===== config.mk =====
export PLATFORM = sky130hd
export DESIGN_NAME = sffe_queue
export DESIGN_NICKNAME = d
export VERILOG_FILES = /design/src/rtl/sffe_pkg.sv /design/src/rtl/sffe_queue.sv
export SDC_FILE = /design/constraint.sdc
export NUM_CORES = 1
export LEC_CHECK = 0
export BUFFER_PORTS_ARGS = -buffer_cell sky130_fd_sc_hd__clkbuf_2
export CAP_MARGIN = 20
export CORE_MARGIN = 10
export CORE_UTILIZATION = 40
export DETAILED_ROUTE_END_ITERATION = 16
export SLEW_MARGIN = 10
export SYNTH_ARGS = -nofsm -noshare
export SYNTH_HDL_FRONTEND = slang
export SYNTH_SLANG_ARGS = --single-unit

===== constraint.sdc =====
create_clock -name i_clk -period 2.7 [get_ports i_clk]
set_input_delay 0.405 -clock i_clk [delete_from_list [all_inputs] [get_ports i_clk]]
set_output_delay 0.405 -clock i_clk [all_outputs]
set_load 0.01 [all_outputs]

===== src/rtl/sffe_pkg.sv =====
// Package for the single-frequency filtering envelope block.
// Sine table function, field widths and register indexes. No dependencies.
`default_nettype none
package sffe_pkg;
    localparam int unsigned PhaseBitsDefault = 24;
    localparam int unsigned SineBitsDefault  = 10;
    localparam int unsigned StepW   = 24;
    localparam int unsigned RadiusW = 15;
    localparam int unsigned CfgW    = 24;
    localparam logic [StepW-1:0]   StepReset   = 24'd3355443;
    localparam logic [RadiusW-1:0] RadiusReset = 15'd31785;
    localparam logic CfgIdxStep   = 1'b0;
    localparam logic CfgIdxRadius = 1'b1;

    typedef struct packed {
        logic signed [16:0] diff;
        logic               start;
        logic [13:0]        idx;
    } t_cmd;

    localparam logic [63:0] C1 = 64'd1686629713;
    localparam logic [63:0] C3 = 64'd693598668;
    localparam logic [63:0] C5 = 64'd85569305;
    localparam logic [63:0] C7 = 64'd5026994;
    localparam logic [63:0] C9 = 64'd172272;

    // Q30 quarter-wave polynomial, entry k of 2^(tb-2) per quarter turn.
    // Only used to fill constant tables at elaboration.
    function automatic logic [15:0] quarter_sine(input int unsigned k,
                                                 input int unsigned tb);
        logic [63:0] x, x2, p, s;
        x = 64'(k) << (32 - tb);
        x2 = (x * x) >> 30;
        p = C7 - ((x2 * C9) >> 30);
        p = C5 - ((x2 * p) >> 30);
        p = C3 - ((x2 * p) >> 30);
        p = C1 - ((x2 * p) >> 30);
        s = (x * p) >> 30;
        s = (s + 64'd16384) >> 15;
        if (s > 64'd32767) s = 64'd32767;
        return 16'(s);
    endfunction
endpackage
`default_nettype wire


===== src/rtl/sffe_queue.sv =====
// Two-entry command queue between front and back ends.
// Depends on sffe_pkg.
`default_nettype none
module sffe_queue (
    input  wire logic       i_clk,
    input  wire logic       i_rst_n,
    input  wire logic       i_valid,
    output logic            o_ready,
    input  sffe_pkg::t_cmd  i_cmd,
    output logic            o_valid,
    input  wire logic       i_ready,
    output sffe_pkg::t_cmd  o_cmd
);
    sffe_pkg::t_cmd r_mem [2];
    logic r_wp, r_rp;
    logic [1:0] r_cnt;
    logic w_push, w_pop;

    assign o_ready = r_cnt != 2'd2;
    assign o_valid = r_cnt != 2'd0;
    assign o_cmd   = r_mem[r_rp];
    assign w_push  = i_valid && o_ready;
    assign w_pop   = o_valid && i_ready;

    always_ff @(posedge i_clk) begin
        if (w_push) r_mem[r_wp] <= i_cmd;
    end

    always_ff @(posedge i_clk) begin
        if (!i_rst_n) begin
            r_wp <= 1'b0; r_rp <= 1'b0; r_cnt <= '0;
        end else begin
            if (w_push) r_wp <= ~r_wp;
            if (w_pop)  r_rp <= ~r_rp;
            r_cnt <= r_cnt + 2'(w_push) - 2'(w_pop);
        end
    end
endmodule
`default_nettype wire


After elaboration in Yosys (flattened, before gate mapping):

Memory sizes are Yosys's and may differ from the RTL's. A register that Yosys moved wholly into a read port is not among the register bits.
Index checks and enable logic that the tools add are counted.

* equality and inequality tests: 1
* add/subtract/negate cells: 2
* reductions and logical operators: 3
* bitwise logic cells: 2
* mux-type cells: 4

Operator list (number)
* $mux W1: 4
* $add A2 B1 Y2: 1
* $logic_and A1 B1 Y1: 2
* $ne A2 B2 Y1 const B: 1
* $not A1 Y1: 2
* $reduce_bool A2 Y1: 1
* $sub A2 B1 Y2: 1

* flip-flop bits (word level): 4
* RAM bits: 64
* memories: 1
* word-level logic and storage cells: 16

Memory list
* r_mem: depth 2, bits a word 32, rd ports 1, clocked after Yosys merged registers in 1, write ports 1, line sffe_queue.sv:14 `sffe_pkg::t_cmd r_mem [2];`

Logic depth before layout (Yosys ltp):

* depth in word-level cells: 4
* depth in mapped cells: 8
* mapped depth without buffers: 8

Worst setup path after synthesis:

No wires, ideal clock.

* path kind: flip-flop to flip-flop
* start: reg r_cnt[0]
* end: mem r_mem[0][0] (netlist name) (enable)
* path buffers: 0
* arrival: 2012 ps
* path slack: 267 ps
* stages on the path, launching flop included: 4
* clock period less this slack: 2433 ps
* library setup time: 421 ps
* data required time: 2279 ps
* path through: dfxtp_1 nand2b_1 nand2_1 nor2_1

* word-level cells in the longest chain between the ends: 4

Ends and longest elaborated chain
* start, declared: line sffe_queue.sv:16 `logic [1:0] r_cnt;`
* start signal, assigned: line sffe_queue.sv:35 `r_cnt <= r_cnt + 2'(w_push) - 2'(w_pop);`
* $ne A2 B2 Y1: line sffe_queue.sv:19 `assign o_ready = r_cnt != 2'd2;`
* named net o_ready: line sffe_queue.sv:8 `output logic o_ready,`
* $logic_and A1 B1 Y1: line sffe_queue.sv:22 `assign w_push = i_valid && o_ready;`
* $mux W1: line sffe_queue.sv:26 `if (w_push) r_mem[r_wp] <= i_cmd;`
* $mux W1 (not written as such): line sffe_queue.sv:26
* end, declared: line sffe_queue.sv:14

The timed path passes the listed nets, and every way through them passes these cells.

==> impl.org <==
** CTS
- In this run the number of H-tree levels came out at 3.
- In this run, post-CTS repair resized a total of 0 instances.
- Clock slew at reported path FFs :: ~0.070 ns
- CTS placed an instance of sky130_fd_sc_hd__clkbuf_8 at the clock tree root.
- In this run the deepest clock path goes through 2 buffers.
- CTS tree :: yes
- Number of sinks handled by clock tree synthesis :: 69
- Buffers inserted by post-CTS timing repair :: 0
- Clock tree synthesis inserted a total of 9 buffers.
- The later pin in the worst-skew pair is clocked with a latency of roughly 0.32 ns.
- # hold bufs at CTS :: 0

** Yosys
- Net count after synthesis :: roughly 160
- The cell area that synthesis handed to floorplanning was 2700 µm².
- The synthesized design contains 69 register bits.
- Count leader, synth :: sky130_fd_sc_hd__edfxtp_1
- Post-synthesis share of cell area spent on full adders, half adders and majority gates :: 0.00926
- Of the total synthesized cell area, the portion taken by XOR and XNOR cells is 0.00973.
- Synth area leader :: sky130_fd_sc_hd__edfxtp_1
- By area, the combinational part of the netlist is dominated by multiplexers.
- Unique masters post-synth :: 18
- Number of synthesized flops with an enable pin :: 64
- Synthesized-area fraction occupied by ao, oa, aoi and oai cells :: 0.00324
- Part of the Yosys area used for sequential elements :: 0.748
- During synthesis, Yosys emitted a total of 0 warnings.
- Counting flops with an async set or reset pin after synthesis yields a share of 0.
- Synthesis handed over a netlist of ~120 instances.
- Simple logic cell fraction of the synthesized area :: 0.0227
- Top cells by count, synth :: 64 x sky130_fd_sc_hd__edfxtp_1, 30 x sky130_fd_sc_hd__mux2_4, 5 x sky130_fd_sc_hd__dfxtp_1
- Average size of a mapped cell :: around 22 µm²
- The share of synthesized area in the top cell type comes to 0.711.
- Main area contributors after synthesis :: sky130_fd_sc_hd__edfxtp_1 71%, sky130_fd_sc_hd__mux2_4 17%, sky130_fd_sc_hd__dfxtp_1 3.7%
- Share of cell area taken by muxes after synthesis :: 0.179
- Top flip-flop cell by instance count after synthesis :: sky130_fd_sc_hd__edfxtp_1

** Critical path
- The critical path contains buffers and inverters numbering 2 combined.
- Biggest fanout along the worst timing path :: 13
- The worst register-to-register path begins at r_cnt[0]$_SDFF_PN0_.
- For this run, the slowest stage of the critical path takes 0.53 ns.
- Worst Setup Start Kind :: flop
- Traced cell by cell, the critical path runs through buf_4 -> mux2_2 -> clkbuf_2.
- WP data arrival :: between 1.5 and 2 ns
- Capturing element type of the critical path :: primary output
- At the worst endpoint, the required time is roughly 2.3 ns.
- Kind of cell adding the most delay to the critical path :: flip-flops
- Max stage delay cell, worst path :: sky130_fd_sc_hd__dfxtp_2
- By startpoint and endpoint, the worst setup path is classified as reg -> out.

** Global route
- Summed over all layers, the global routing overflow is 0.
- The first global-routing pass estimated about 7500 µm of wire.
- The via count of the first global-routing pass came to between 1500 and 2000.
- The initial antenna violation count was 0.
- For this run, the total global-route usage over all layers was measured as 0.0963.
- Entering global routing, the biggest net connects 33 pins.

** Pwr
- Of the total power, combinational logic draws 0.273.
- The design draws between 3 and 4 mW.
- Sequential Power Share :: 0.473
- The analysis attributes to net switching a power of 801 µW.
- Power per standard cell area :: roughly 910 nW/µm²
- For this design the static power due to leakage is around 1.3 nW.
- Of the total power, the share spent switching nets is 0.267.
- Clock power frac :: 0.254
- Int Power :: about 2.2 mW
- The worst-case IR drop observed on VDD is a little under 0.6 mV.

** Cells and area
- Ratio of cells with drive above 1 in the final layout :: 0.574
- Registers take just over 2000 µm².
- At the end of the flow the core is filled with cells to 0.509.
- N_diodes :: 0
- Area occupied by multi-input gates :: slightly above 600 µm²
- Relative to the synthesized area, the layout overhead comes to 21.7%.
- Fill count :: 576
- For this run, the post-layout net count is 242.

** Detailed routing
- Via density per instance :: between 4 and 5
- Count of unresolved DRC violations after routing :: 0
- DR pass1 iterations :: 3
- The detailed router finished its first iteration with 66 violations.
- The routed layout has 1337 vias.
- For this block, the routed nets add up to 4970 µm of wire.
- Avg WL per Cell :: between 15 and 20 µm
- Antenna viol nets, final :: 0

** Placement
- Global placer's final weighted congestion :: 0.674
- Detailed placement ended at an HPWL of approximately 3700 µm.
- OpenSTA, run right after detailed placement, puts the worst setup slack at just under 0.9 ns.
- Count of buffers from port buffering :: approximately 70

** STA
- Subtracting the final worst setup slack from the clock period gives 2.08 ns.
- Final Hold Slack :: between 0.2 and 0.3 ns
- Actual slew at the worst max-slew pin :: roughly 0.44 ns
- The number of hold-slack violations in the final timing report is 0.
- Setup repair after global routing left no endpoint under its margin.
- Fmax :: around 0.48 GHz
- Least setup slack across all paths after layout :: approximately 0.62 ns
- Headroom to the max-slew limit came out at 0.706.
- The max-slew violation total from the final report is 0.
- In the finished design, the share of the clock period the worst path needs comes to 0.770.
- Aggregate negative setup slack :: 0 ns
- Setup violations remaining at the end of the flow were counted as 0.
- Final worst clock skew :: approximately 0.0060 ns

** Run
- Max-cap violations in this run came to 0.

** Floorplanning
- Boundary pin count :: 70
- The core region is 6460 µm².
- For this configuration, the core starts out at a cell density of 0.418.
- Overall die height :: between 100 and 150 µm
- Rows :: 29
- Floorplan die area :: between 10000 and 15000 µm²
- From left edge to right edge, the die measures 102 µm.

** Status
- Result of the run :: finished clean

** Worst hold path
- The tightest min-delay check is of the in -> reg type.
- Start point of the worst hold path :: i_cmd[18]
==> sequential cells by signal, indices dropped and copies added (netlist names), named ones only <==
signal  cells
r_wp        1
r_mem      64
r_rp        1
r_cnt       2
==> power by group through the flow <==
stage	Clock (mW)	Sequential [mW]	Combinational, mW
floorplan	0	1.41	0.635
global placement	0	1.43	0.817
detailed placement	0	1.45	0.842
CTS	0.785	1.42	0.844
global route	0.833	1.44	0.885
finish	0.762	1.42	0.820
==> kinds of logic (layout without fill, tap and decap cells) <==
group / count (synthesis) / in the layout
adder cells (fa/ha/maj): 2 / 2
multiplexers: 33 / 33
AND/OR/NAND/NOR: 11 / 11
AO/OA/AOI/OAI: 1 / 1
flip-flops: 69 / 69
XOR/XNOR: 3 / 3
buffers and inverters: 5 / 90
==> cells in the final DEF (no fill, tap or decap), drive strengths merged, types with 2 or more instances in the layout <==
master  netlist  final
and2          2      2
buf           4      4
clkbuf        0     82
clkinv        0      2
dfxtp         5      5
edfxtp       64     64
ha            2      2
mux2         32     32
nand2         2      2
nand2b        2      2
nor2b         2      2
xnor2         3      3
==> metal layers <==
layer  GRT usage  part of all wire  up-vias
li1            -                 -      640
met1      0.0927              0.37      647
met2       0.169              0.54       41
met3      0.0378             0.073        9
met4      0.0607             0.016        0
met5           0                 0        -
==> final cells by class <==
cell class	instances	area share
timing repair buffer	73	0.114
tap	77	0.0293
clock inverter	3	0.0118
inverter	1	0.00114
sequential	69	0.615
clock buffer	13	0.0422
multi-input combinational	50	0.186
==> through the flow <==
| stage | std cells | area, µm² |
|---|---|---|
| finish | 286 | 3290 |
| global route | 286 | 3290 |
| CTS | 286 | 3290 |
| detailed placement | 270 | 3110 |
| global placement | 270 | 3110 |
| floorplan | 124 | 2700 |
==> path summary, 6_finish.rpt <==
kind                                          endpoint  slack (ns)  cells past startpoint
worst max-delay path                         o_cmd[31]        0.62                      3
worst min-delay path            r_mem[0][18]$_DFFE_PP_        0.27                      1
worst max register to register     r_cnt[1]$_SDFF_PN0_        0.90                      8
worst min register to register       r_wp$_SDFFE_PN0N_        0.54                      2
(Power assumes the default switching activity.)
