File: config.mk
export PLATFORM = sky130hd
export DESIGN_NAME = sffe_front
export DESIGN_NICKNAME = d
export VERILOG_FILES = /design/src/rtl/sffe_pkg.sv /design/src/rtl/sffe_front.sv
export SDC_FILE = /design/constraint.sdc
export NUM_CORES = 1
export LEC_CHECK = 0
export ABC_AREA = 1
export ABC_CLOCK_PERIOD_IN_PS = 2000
export BUFFER_PORTS_ARGS = -buffer_cell sky130_fd_sc_hd__buf_4
export CORE_MARGIN = 3
export CORE_UTILIZATION = 50
export CTS_CLUSTER_SIZE = 8
export DETAILED_ROUTE_END_ITERATION = 7
export PLACE_DENSITY = 0.79
export SLEW_MARGIN = 20
export SYNTH_ARGS = -nofsm -noshare
export SYNTH_HDL_FRONTEND = slang
export SYNTH_SLANG_ARGS = --single-unit
File: constraint.sdc
create_clock -name i_clk -period 2 [get_ports i_clk]
set_clock_uncertainty 0.15 [all_clocks]
set_input_delay 0.2 -clock i_clk [delete_from_list [all_inputs] [get_ports i_clk]]
set_output_delay 0.2 -clock i_clk [all_outputs]
set_load 0.01 [all_outputs]
File: src/rtl/sffe_pkg.sv
// Package for the single-frequency filtering envelope block.
// Sine table function, field widths and register indexes. No dependencies.
`default_nettype none
package sffe_pkg;
    localparam int unsigned PhaseBitsDefault = 24;
    localparam int unsigned SineBitsDefault  = 10;
    localparam int unsigned StepW   = 24;
    localparam int unsigned RadiusW = 15;
    localparam int unsigned CfgW    = 24;
    localparam logic [StepW-1:0]   StepReset   = 24'd3355443;
    localparam logic [RadiusW-1:0] RadiusReset = 15'd31785;
    localparam logic CfgIdxStep   = 1'b0;
    localparam logic CfgIdxRadius = 1'b1;

    typedef struct packed {
        logic signed [16:0] diff;
        logic               start;
        logic [13:0]        idx;
    } t_cmd;

    localparam logic [63:0] C1 = 64'd1686629713;
    localparam logic [63:0] C3 = 64'd693598668;
    localparam logic [63:0] C5 = 64'd85569305;
    localparam logic [63:0] C7 = 64'd5026994;
    localparam logic [63:0] C9 = 64'd172272;

    // Q30 quarter-wave polynomial, entry k of 2^(tb-2) per quarter turn.
    // Only used to fill constant tables at elaboration.
    function automatic logic [15:0] quarter_sine(input int unsigned k,
                                                 input int unsigned tb);
        logic [63:0] x, x2, p, s;
        x = 64'(k) << (32 - tb);
        x2 = (x * x) >> 30;
        p = C7 - ((x2 * C9) >> 30);
        p = C5 - ((x2 * p) >> 30);
        p = C3 - ((x2 * p) >> 30);
        p = C1 - ((x2 * p) >> 30);
        s = (x * p) >> 30;
        s = (s + 64'd16384) >> 15;
        if (s > 64'd32767) s = 64'd32767;
        return 16'(s);
    endfunction
endpackage
`default_nettype wire

File: src/rtl/sffe_front.sv
// Front end: sample difference and phase accumulation, emits commands.
// Depends on sffe_pkg.
`default_nettype none
module sffe_front #(
    parameter int unsigned PHASE_BITS      = sffe_pkg::PhaseBitsDefault,
    parameter int unsigned SINE_TABLE_BITS = sffe_pkg::SineBitsDefault
) (
    input  wire logic                       i_clk,
    input  wire logic                       i_rst_n,
    input  wire logic                       i_valid,
    output logic                            o_ready,
    input  wire logic signed [15:0]         i_sample,
    input  wire logic                       i_start,
    input  wire logic [sffe_pkg::StepW-1:0] i_step,
    output logic                            o_valid,
    input  wire logic                       i_ready,
    output sffe_pkg::t_cmd                  o_cmd
);
    logic signed [15:0]    r_prev;
    logic [PHASE_BITS-1:0] r_phase;
    logic [PHASE_BITS-1:0] w_step;
    logic                  w_go;

    generate
        if (PHASE_BITS >= 24) begin : g_shl
            assign w_step = PHASE_BITS'(i_step) << (PHASE_BITS - 24);
        end else begin : g_shr
            assign w_step = PHASE_BITS'(i_step >> (24 - PHASE_BITS));
        end
    endgenerate

    assign o_ready = i_ready;
    assign o_valid = i_valid;
    assign w_go    = i_valid && i_ready;

    always_comb begin
        o_cmd.start = i_start;
        o_cmd.diff  = 17'(i_sample) - 17'(r_prev);
        if (PHASE_BITS >= SINE_TABLE_BITS)
            o_cmd.idx = 14'(r_phase >> (PHASE_BITS - SINE_TABLE_BITS));
        else
            o_cmd.idx = 14'({14'd0, r_phase} << (SINE_TABLE_BITS - PHASE_BITS));
        o_cmd.idx = o_cmd.idx & 14'((32'd1 << SINE_TABLE_BITS) - 1);
    end

    always_ff @(posedge i_clk) begin
        if (!i_rst_n) begin
            r_prev  <= '0;
            r_phase <= '0;
        end else if (w_go) begin
            r_prev  <= i_sample;
            r_phase <= i_start ? w_step : r_phase + w_step;
        end
    end
endmodule
`default_nettype wire

# Word-level counts from Yosys, hierarchy flattened

Cells that the tools add are included.

Add/sub/neg operators: 2
Mux-type cells: 1
Reductions and logical operators: 1

Operator list:

| operator                                       | count |
|---|---|
| 24-bit adder                                   | 1 |
| 24-bit 2-to-1 mux                              | 1 |
| 16-bit by 16-bit subtractor with 17-bit output | 1 |
| 1-bit logical AND                              | 1 |

Output and inout port bits: 34
Register bits: 40
Bits of input ports: 45
Word-level logic and storage cells: 6

# Depth between registers and ports, before layout

Gate-level depths: netlist (run 1).

Depth in word-level cells: 2
Depth in mapped cells: 14
Mapped depth without buffers: 14

# Worst setup path before layout (run 1)

Ideal clock, no wire load.

Kind: flip-flop to output port
Start: register r_prev[0]
End: output o_cmd[25] (netlist name)
Setup slack: -75 ps
Arrival time: 1725 ps
Stages on the path, launching flop included: 7
Data required time: 1650 ps
Path through: dfxtp_1 > ha_1 > fa_1 > o21ai_2 > a21oi_1 > o31ai_1 > xor2_1

RTL lines:

| element                | RTL line         | source |
|---|---|---|
| from (decl)            | sffe_front.sv:19 | `logic signed [15:0] r_prev;` |
| from (signal assigned) | sffe_front.sv:51 | `r_prev <= i_sample;` |
| to (decl)              | sffe_front.sv:17 | `output sffe_pkg::t_cmd o_cmd` |

==> results_dict.tcl, run 1 <==
set metrics [dict create \
    clock_path_buffers 2 \
    antenna_found_initial 0 \
    port_buffers 74 \
    yosysMostFrequentCell "nand2_1" \
    crit_chain "inv_2 > ha_4 > a21oi_4 > o21ai_4 > nand3_1 > nand4_1 > a21oi_2 > xor2_1 > buf_4" \
    crit_slowest_cell "dfxtp_2" \
    viasPerCell 5.208 \
    max_freq_ghz 0.4133 \
    cts_tree "yes" \
    violations "negative setup slack" \
    clock_latency_ns 0.30 \
    yosys.area_share.simple 0.3292 \
    grt_pass1_vias 4430 \
    yosysUniqueCellTypes 35 \
    rsz0062_at_grt "true" \
    layout_min_cycle_time_ns 2.420 \
    syn_area_mm2 0.004204 \
    status "finished with violations" \
    synth-compound-area-share 0.1512 \
    fill_cells 650 \
    io_pins 79 \
    avgSynthCellArea_um2 5.913 \
    leakage_nw 2.806 \
    htreeDepth 2 \
    hold_class "primary input to register" \
    design_area_mm2 0.005682 \
    chipWidth_um 97.70 \
    wirelength_um 12050 \
    drtIter0Drc 115 \
    peakVddDrop_uv 394.7 \
    die_area_mm2 0.009544 \
    synth_common_cells "nand2_1, inv_1, a21oi_1, nor2_1, dfxtp_1" \
    hold_buffers 0 \
    synth_top_family_by_area "simple AND/OR/NAND/NOR gates" \
    insertedDiodeCount 0 \
    synth_seq_area_share 0.1905 \
    muxShareOfSynthArea 0 \
    synth_ff_type "dfxtp_1" \
    nets 882 \
    synth_area_leaders "dfxtp_1, nand2_1, ha_1, inv_1, a21oi_1" \
    drtPass1Iterations 4 \
    grt_overflow 0 \
    grt.total_usage 0.2381 \
    setup_slack_ns -0.4197 \
    critical_path_required_ns 1.65 \
    ys_async_sr_fraction 0 \
    fin_cells 898 \
    synth_edf_count 0 \
    crit_fanout 4 \
    path_clk_slew_ns 0.08 \
    place_congestion 0.9701 \
    synthXorXnorAreaFrac 0.04792 \
    yosysWarnings 0 \
    p_per_area_mw_per_mm2 512.4 \
    ant_nets 0 \
    routed-via-count 4677 \
    netlist_instances 711 \
    route.detailed.drc 0 \
    crit_path_end_kind "primary output" \
    syn2layout_area_growth_pct 35.15 \
    ys_ff_latch 40 \
    worstSetupPathType "register to primary output" \
    synth_largest_area_cell "dfxtp_1" \
    avgRoutedWirePerCell_um 13.42 \
    core_mm2 0.007928 \
    period_share 1.210 \
    grt_start_max_net_pins 39 \
    cts_root_buf "clkbuf_8" \
    row_count 32 \
    drv_cap 0 \
    dp.cells 883 \
    start_util 0.5303 \
    cts.sinks 40 \
    arrival_ns 2.07 \
    hpwlAfterDp_um 8854 \
    setup_violations 13 \
    slew_violations 0 \
    grt_pass1_wl_um 19330 \
    die_h_um 97.70 \
    finalHoldViolations 0 \
    fin_setup_tns_ns -3.504 \
    numCtsBuffers 5 \
    utilization 0.7167 \
    yosysTopAreaCellShare 0.1905 \
    synthAdderAreaFrac 0.1256 \
    cpPeakStageDelay_ns 0.33 \
    drive_gt1_frac 0.2889 \
    critPathLaunchType "register" \
    dpl-instance-area_mm2 0.004915 \
]
-- critical path: cells and delay by family, from the launching register on --
family,cells,cell delay [ns]
AOI/OAI and AO/OA,3,0.47
xor gates and xnor gates,1,0.20
adders and majority gates,1,0.26
buffers and inverters,2,0.19
DFF,1,0.33
and+or+nand+nor,2,0.31
-- routing by layer --
layer  track usage  routed length [um]  share of wire
met5             0                   0              0
met4       0.06816                 208          0.017
met3       0.03661                 508          0.042
met2        0.4286                6002           0.50
met1        0.2912                5332           0.44
-- path summary, 6_finish.rpt --
path | from | endpoint | slack, ns | cells past startpoint
hold / removal | i_step[1] | r_phase[1] | 0.05 | 3
hold reg to reg | r_prev[8] | r_prev[8] | 0.31 | 2
setup / recovery | r_prev[2] | o_cmd[28] | -0.42 | 9
setup reg to reg | r_phase[2] | r_phase[15] | 0.09 | 11
-- placed cells by master, fill, tap and decap left out, drive strengths merged, types with 6 or more instances in the layout --
master | synthesis | routed
nand4 | 6 | 6
xor2 | 16 | 16
inv | 120 | 120
buf | 23 | 108
ha | 39 | 39
nor2 | 70 | 70
a21oi | 71 | 71
o21ai | 33 | 33
nand2 | 214 | 214
dfxtp | 40 | 40
nor3 | 6 | 6
clkbuf | 10 | 6
nand3 | 39 | 39
xnor2 | 7 | 7
-- per-stage QoR --
step           worst slack (ns)  hold WS, ns  power (mW)
3_3_place_gp            -0.1070       0.2903       2.074
2_1_floorplan          -0.01433       0.2038       1.663
5_1_grt                 -0.4580      0.05499       3.104
3_5_place_dp            -0.1393       0.3015       2.098
6_report                -0.4197      0.04871       2.911
4_1_cts                 -0.3466      0.04887       2.722
-- power by group --
group,total [mW],internal (mW),leakage [nW],switching (mW)
Combinational,1.48,0.676,2.43,0.800
Sequential,0.884,0.849,0.330,0.0350
Clock,0.551,0.239,0.0410,0.312
Total,2.91,1.76,2.81,1.15
-- flip-flops by register name (all words and copies together), names as in the netlist --
signal,flops
r_phase,24
r_prev,16
-- timing repair --
item                                    4_1_cts  5_1_grt
resized for setup                            35       88
pin swaps                                     8       19
endpoints found under the setup margin       22       32
setup buffers                                 3        5
-- area by class of cell --
cell class	count	area [um2]	area share
inverters	121	454.2	0.07994
repair buffers	108	838.3	0.1475
well taps	102	127.6	0.02246
flip-flops and latches	40	805.8	0.1418
multi-input cells	520	3378	0.5946
clock inverters	1	5.005	0.0008809
clock buffers	6	72.57	0.01277
-- logic make-up (layout without fill, tap and decap cells) --
logic type / count (synthesis) / count (layout)
and+or+nand+nor: 336 / 336
buffers and inverters: 154 / 236
DFF: 40 / 40
other: 1 / 4
xor gates and xnor gates: 23 / 23
AOI/OAI and AO/OA: 116 / 116
adders and majority gates: 41 / 41
Power figures use the tool's default switching activity.
==> run 2: changes to the inputs <==
--- a/config.mk
+++ b/config.mk
@@ -13,6 +13,7 @@
 export CTS_CLUSTER_SIZE = 8
 export DETAILED_ROUTE_END_ITERATION = 7
 export PLACE_DENSITY = 0.79
+export RECOVER_POWER = 100
 export SLEW_MARGIN = 20
 export SYNTH_ARGS = -nofsm -noshare
 export SYNTH_HDL_FRONTEND = slang
==> results_dict.tcl, run 2 (synthesis results as in run 1) <==
set metrics [dict create \
    worstSetupPathType "register to primary output" \
    layout_min_cycle_time_ns 2.411 \
    chipWidth_um 97.70 \
    period_share 1.206 \
    crit_path_end_kind "primary output" \
    path_clk_slew_ns 0.08 \
    die_h_um 97.70 \
    wirelength_um 12070 \
    rsz0062_at_grt "true" \
    io_pins 79 \
    final_common_cell "nand2_1" \
    utilization 0.7057 \
    hpwlAfterDp_um 8854 \
    route.detailed.drc 0 \
    row_count 32 \
    hold_class "primary input to register" \
    cts_root_buf "clkbuf_8" \
    largest_reg_flops 24 \
    worst_slew_pin_slew_ns 1.210 \
    finalHoldViolations 0 \
    clock_path_buffers 2 \
    viasPerCell 5.222 \
    holdWs_ns 0.04920 \
    htreeDepth 2 \
    fill_cells 678 \
    die_area_mm2 0.009544 \
    grt.total_usage 0.2381 \
    ant_nets 0 \
    crit_fanout 4 \
    grt_pass1_wl_um 19330 \
    peakVddDrop_uv 393.8 \
    drtPass1Iterations 5 \
    place_congestion 0.9701 \
    setup_violations 13 \
    critical_path_required_ns 1.65 \
    cts.sinks 40 \
    drive_gt1_frac 0.2651 \
    drtIter0Drc 134 \
    drv_cap 0 \
    power_mw 2.890 \
    status "finished with violations" \
    port_buffers 74 \
    p_per_area_mw_per_mm2 516.6 \
    grt_overflow 0 \
    setup_slack_ns -0.4114 \
    core_mm2 0.007928 \
    avgRoutedWirePerCell_um 13.44 \
    max_freq_ghz 0.4147 \
    final_cell_mix "nand2_1, inv_1, buf_4, nor2_1, a21oi_1" \
    regMostFlops "r_phase" \
    cts_tree "yes" \
    arrival_ns 2.06 \
    numCtsBuffers 5 \
    leakage_nw 2.744 \
    grt_pass1_vias 4430 \
    insertedDiodeCount 0 \
    nets 882 \
    violations "negative setup slack" \
    syn2layout_area_growth_pct 33.07 \
    clock_latency_ns 0.30 \
    start_util 0.5303 \
    antenna_found_initial 0 \
    routed-via-count 4689 \
    top_regs "r_phase: 24 flops, r_prev: 16 flops" \
    hold_buffers 0 \
    slew-limit-headroom 0.1936 \
    slew_violations 0 \
    grt_start_max_net_pins 39 \
    critPathLaunchType "register" \
]
[run 2: worst paths after layout]
kind / start / to / slack (ns) / depth (start not counted)
max reg2reg: r_phase[0] / r_phase[16] / 0.03 / 14
max: r_prev[2] / o_cmd[28] / -0.41 / 9
min: i_step[1] / r_phase[1] / 0.05 / 3
min reg2reg: r_prev[8] / r_prev[8] / 0.31 / 2
[run 2: area by class of cell]
type	count	area [um2]	share of cell area
clock buffer	6	72.57	0.01297
clock inverter	1	5.005	0.0008947
inverter	121	454.2	0.08119
multi-input combinational	520	3353	0.5994
sequential	40	805.8	0.1440
tap	102	127.6	0.02281
timing repair buffer	108	775.7	0.1387
[run 2: repair_timing]
action	CTS	global route
endpoints found under the hold margin	0	0
setup endpoints to repair	22	32
pin swaps	8	19
buffers inserted	3	5
resized for setup	35	88
[run 2: where the power goes]
group	internal, mW	switching, mW	leakage (nW)	total, mW
combinational	0.658	0.799	2.37	1.46
clock	0.239	0.312	0.0410	0.550
sequential	0.849	0.0339	0.330	0.883
[run 2: critical path, stage by stage (launching register included)]
cell and delay [ns]:
dfxtp_2 0.33, inv_2 0.04, ha_4 0.26, a21oi_4 0.16
o21ai_4 0.09, nand3_1 0.08, nand4_1 0.23, a21oi_2 0.22
xor2_1 0.19, buf_4 0.15
[run 2: metrics by stage]
step	area, um2	setup slack (ns)	cells	setup TNS [ns]
floorplan	4218	-0.01433	714	-0.01433
global placement	4915	-0.1070	883	-0.7483
detailed placement	4915	-0.1393	883	-1.176
CTS	5189	-0.3466	893	-3.082
global route	5594	-0.4580	898	-5.365
finish	5594	-0.4114	898	-3.493
[run 2: layer usage]
layer / global-route usage / vias up / wire length (um)
met5: 0 / - / 0
met4: 0.06816 / 0 / 216
met3: 0.03661 / 22 / 544
met2: 0.4286 / 119 / 6026
met1: 0.2912 / 2157 / 5283
li1: - / 2391 / -
==> run 3: changes to the inputs <==
--- a/config.mk
+++ b/config.mk
@@ -6,13 +6,15 @@
 export NUM_CORES = 1
 export LEC_CHECK = 0
 export ABC_AREA = 1
-export ABC_CLOCK_PERIOD_IN_PS = 2000
+export ABC_CLOCK_PERIOD_IN_PS = 2100
 export BUFFER_PORTS_ARGS = -buffer_cell sky130_fd_sc_hd__buf_4
+export CELL_PAD_IN_SITES_DETAIL_PLACEMENT = 1
+export CELL_PAD_IN_SITES_GLOBAL_PLACEMENT = 1
 export CORE_MARGIN = 3
-export CORE_UTILIZATION = 50
+export CORE_UTILIZATION = 35
 export CTS_CLUSTER_SIZE = 8
 export DETAILED_ROUTE_END_ITERATION = 7
-export PLACE_DENSITY = 0.79
+export PLACE_DENSITY = 0.81
 export RECOVER_POWER = 100
 export SLEW_MARGIN = 20
 export SYNTH_ARGS = -nofsm -noshare
==> constraint.sdc (replaced) <==
create_clock -name i_clk -period 2.1 [get_ports i_clk]
set_clock_uncertainty 0.15 [all_clocks]
set_input_delay 0.21 -clock i_clk [delete_from_list [all_inputs] [get_ports i_clk]]
set_output_delay 0.21 -clock i_clk [all_outputs]
set_load 0.01 [all_outputs]
==> results_dict.tcl, run 3 (synthesis results as in run 1) <==
set metrics [dict create \
    status "finished with violations" \
    violations "negative setup slack" \
    cpPeakStageDelay_ns 0.38 \
    dp.cells 913 \
    crit_chain "ha_4 > fa_2 > o21ai_4 > a21oi_2 > o31ai_2 > xor2_1 > buf_4" \
    insertedDiodeCount 0 \
    utilization 0.4780 \
    critical_path_required_ns 1.74 \
    chipWidth_um 115.6 \
    final_cell_mix "nand2_1, inv_1, buf_4, nor2_1, a21oi_1" \
    row_count 39 \
    htreeDepth 2 \
    setup_violations 14 \
    setup_slack_ns -0.3215 \
    ant_nets 0 \
    leakage_nw 2.728 \
    grt_pass1_wl_um 23850 \
    drtIter0Drc 239 \
    die_area_mm2 0.01336 \
    period_share 1.153 \
    grt_start_max_net_pins 71 \
    min_to "r_phase[3]" \
    rsz0062_at_grt "true" \
    largest_reg_flops 24 \
    place_congestion 0.8931 \
    cts_tree "yes" \
    critPathLaunchType "register" \
    regMostFlops "r_phase" \
    layout_min_cycle_time_ns 2.421 \
    holdWs_ns 0.07023 \
    final_common_cell "nand2_1" \
    path_clk_slew_ns 0.07 \
    numCtsBuffers 5 \
    arrival_ns 2.06 \
    avgRoutedWirePerCell_um 16.73 \
    grt.total_usage 0.2195 \
    crit_path_end_kind "primary output" \
    port_buffers 74 \
    cts.sinks 40 \
    slew-limit-headroom 0.08771 \
    die_h_um 115.6 \
    worstSetupPathType "register to primary output" \
    timing.reg2reg.setup_slack_ns 0 \
    clock_latency_ns 0.29 \
    hp-start "i_step[3]" \
    p_per_area_mw_per_mm2 559.8 \
    route.detailed.drc 0 \
    drive_gt1_frac 0.2513 \
    cts_root_buf "clkbuf_16" \
    fin_cells 935 \
    io_pins 79 \
    r2r-start "r_phase[0]" \
    peakVddDrop_uv 317.9 \
    max_freq_ghz 0.4130 \
    start_util 0.3635 \
    drv_cap 0 \
    viasPerCell 5.175 \
    core_mm2 0.01156 \
    worst_slew_pin_slew_ns 1.368 \
    drtPass1Iterations 4 \
    grt_overflow 0 \
    antenna_found_initial 0 \
    routed-via-count 4839 \
    grt_pass1_vias 5162 \
    r2r-end "r_phase[6]" \
    slew_violations 0 \
    power_mw 3.095 \
    nets 877 \
    ff2ff_path_depth 12 \
    syn2layout_area_growth_pct 31.49 \
    crit_fanout 3 \
    crit_slowest_cell "fa_2" \
    wirelength_um 15640 \
    hpwlAfterDp_um 10910 \
    hold_class "primary input to register" \
    top_regs "r_phase: 24 flops, r_prev: 16 flops" \
    clock_path_buffers 2 \
    finalHoldViolations 0 \
    hold_path_depth 3 \
]
## run 3: how the worst max path moves through the flow
stage | cells after the start | start | slack (ns) | to
3_5_place_dp | 10 | i_sample[0] | -0.13 | o_cmd[31]
5_1_grt | 10 | r_prev[2] | -0.42 | o_cmd[26]
3_3_place_gp | 9 | i_sample[0] | -0.11 | o_cmd[25]
4_1_cts | 7 | r_prev[0] | -0.29 | o_cmd[25]
6_report | 7 | r_prev[0] | -0.32 | o_cmd[25]
2_1_floorplan | 6 | r_prev[0] | 0.02 | o_cmd[25]
## run 3: area by class of cell
type,instances,area (um2)
fill,1559,6037
multi-input combinational,520,3201
sequential,40,807.0
timing repair buffer,103,737.0
inverter,121,454.2
tap,143,178.9
clock buffer,7,142.6
clock inverter,1,7.507
## run 3: layer usage
| metal | GRT usage | share of wire | vias to the layer above |
|---|---|---|---|
| met3 | 0.03812 | 0.036 | 39 |
| li1 | - | - | 2371 |
| met5 | 0 | 0 | - |
| met4 | 0.06182 | 0.028 | 0 |
| met2 | 0.4140 | 0.51 | 117 |
| met1 | 0.2525 | 0.42 | 2312 |
## run 3: power by group
| part | total (mW) | switching, mW | internal (mW) |
|---|---|---|---|
| registers | 0.841 | 0.0311 | 0.810 |
| clock network | 0.835 | 0.360 | 0.475 |
| logic | 1.42 | 0.822 | 0.596 |
| total | 3.09 | 1.21 | 1.88 |
## run 3: critical path, delay by kind of cell, from the launching register on
| kind | cells | cell delay (ns) |
|---|---|---|
| flip-flops | 1 | 0.34 |
| buffers and inverters | 1 | 0.14 |
| AO/OA/AOI/OAI | 3 | 0.55 |
| adder cells (fa/ha/maj) | 2 | 0.54 |
| XOR/XNOR | 1 | 0.19 |
## run 3: per-stage QoR
step	area (um2)	setup WS, ns	TNS [ns]
after floorplan	4215	0.01500	0
after global placement	4881	-0.1086	-0.3549
after detailed placement	4881	-0.1334	-0.6677
after CTS	5356	-0.2855	-2.067
after global routing	5528	-0.4238	-4.172
final	5528	-0.3215	-2.863
## run 3: repair_timing
item,CTS,global route
buffers inserted,8,7
endpoints found under the hold margin,0,0
resized for setup,57,52
endpoints found under the setup margin,18,28
pin swaps,20,27
hold buffers,0,0
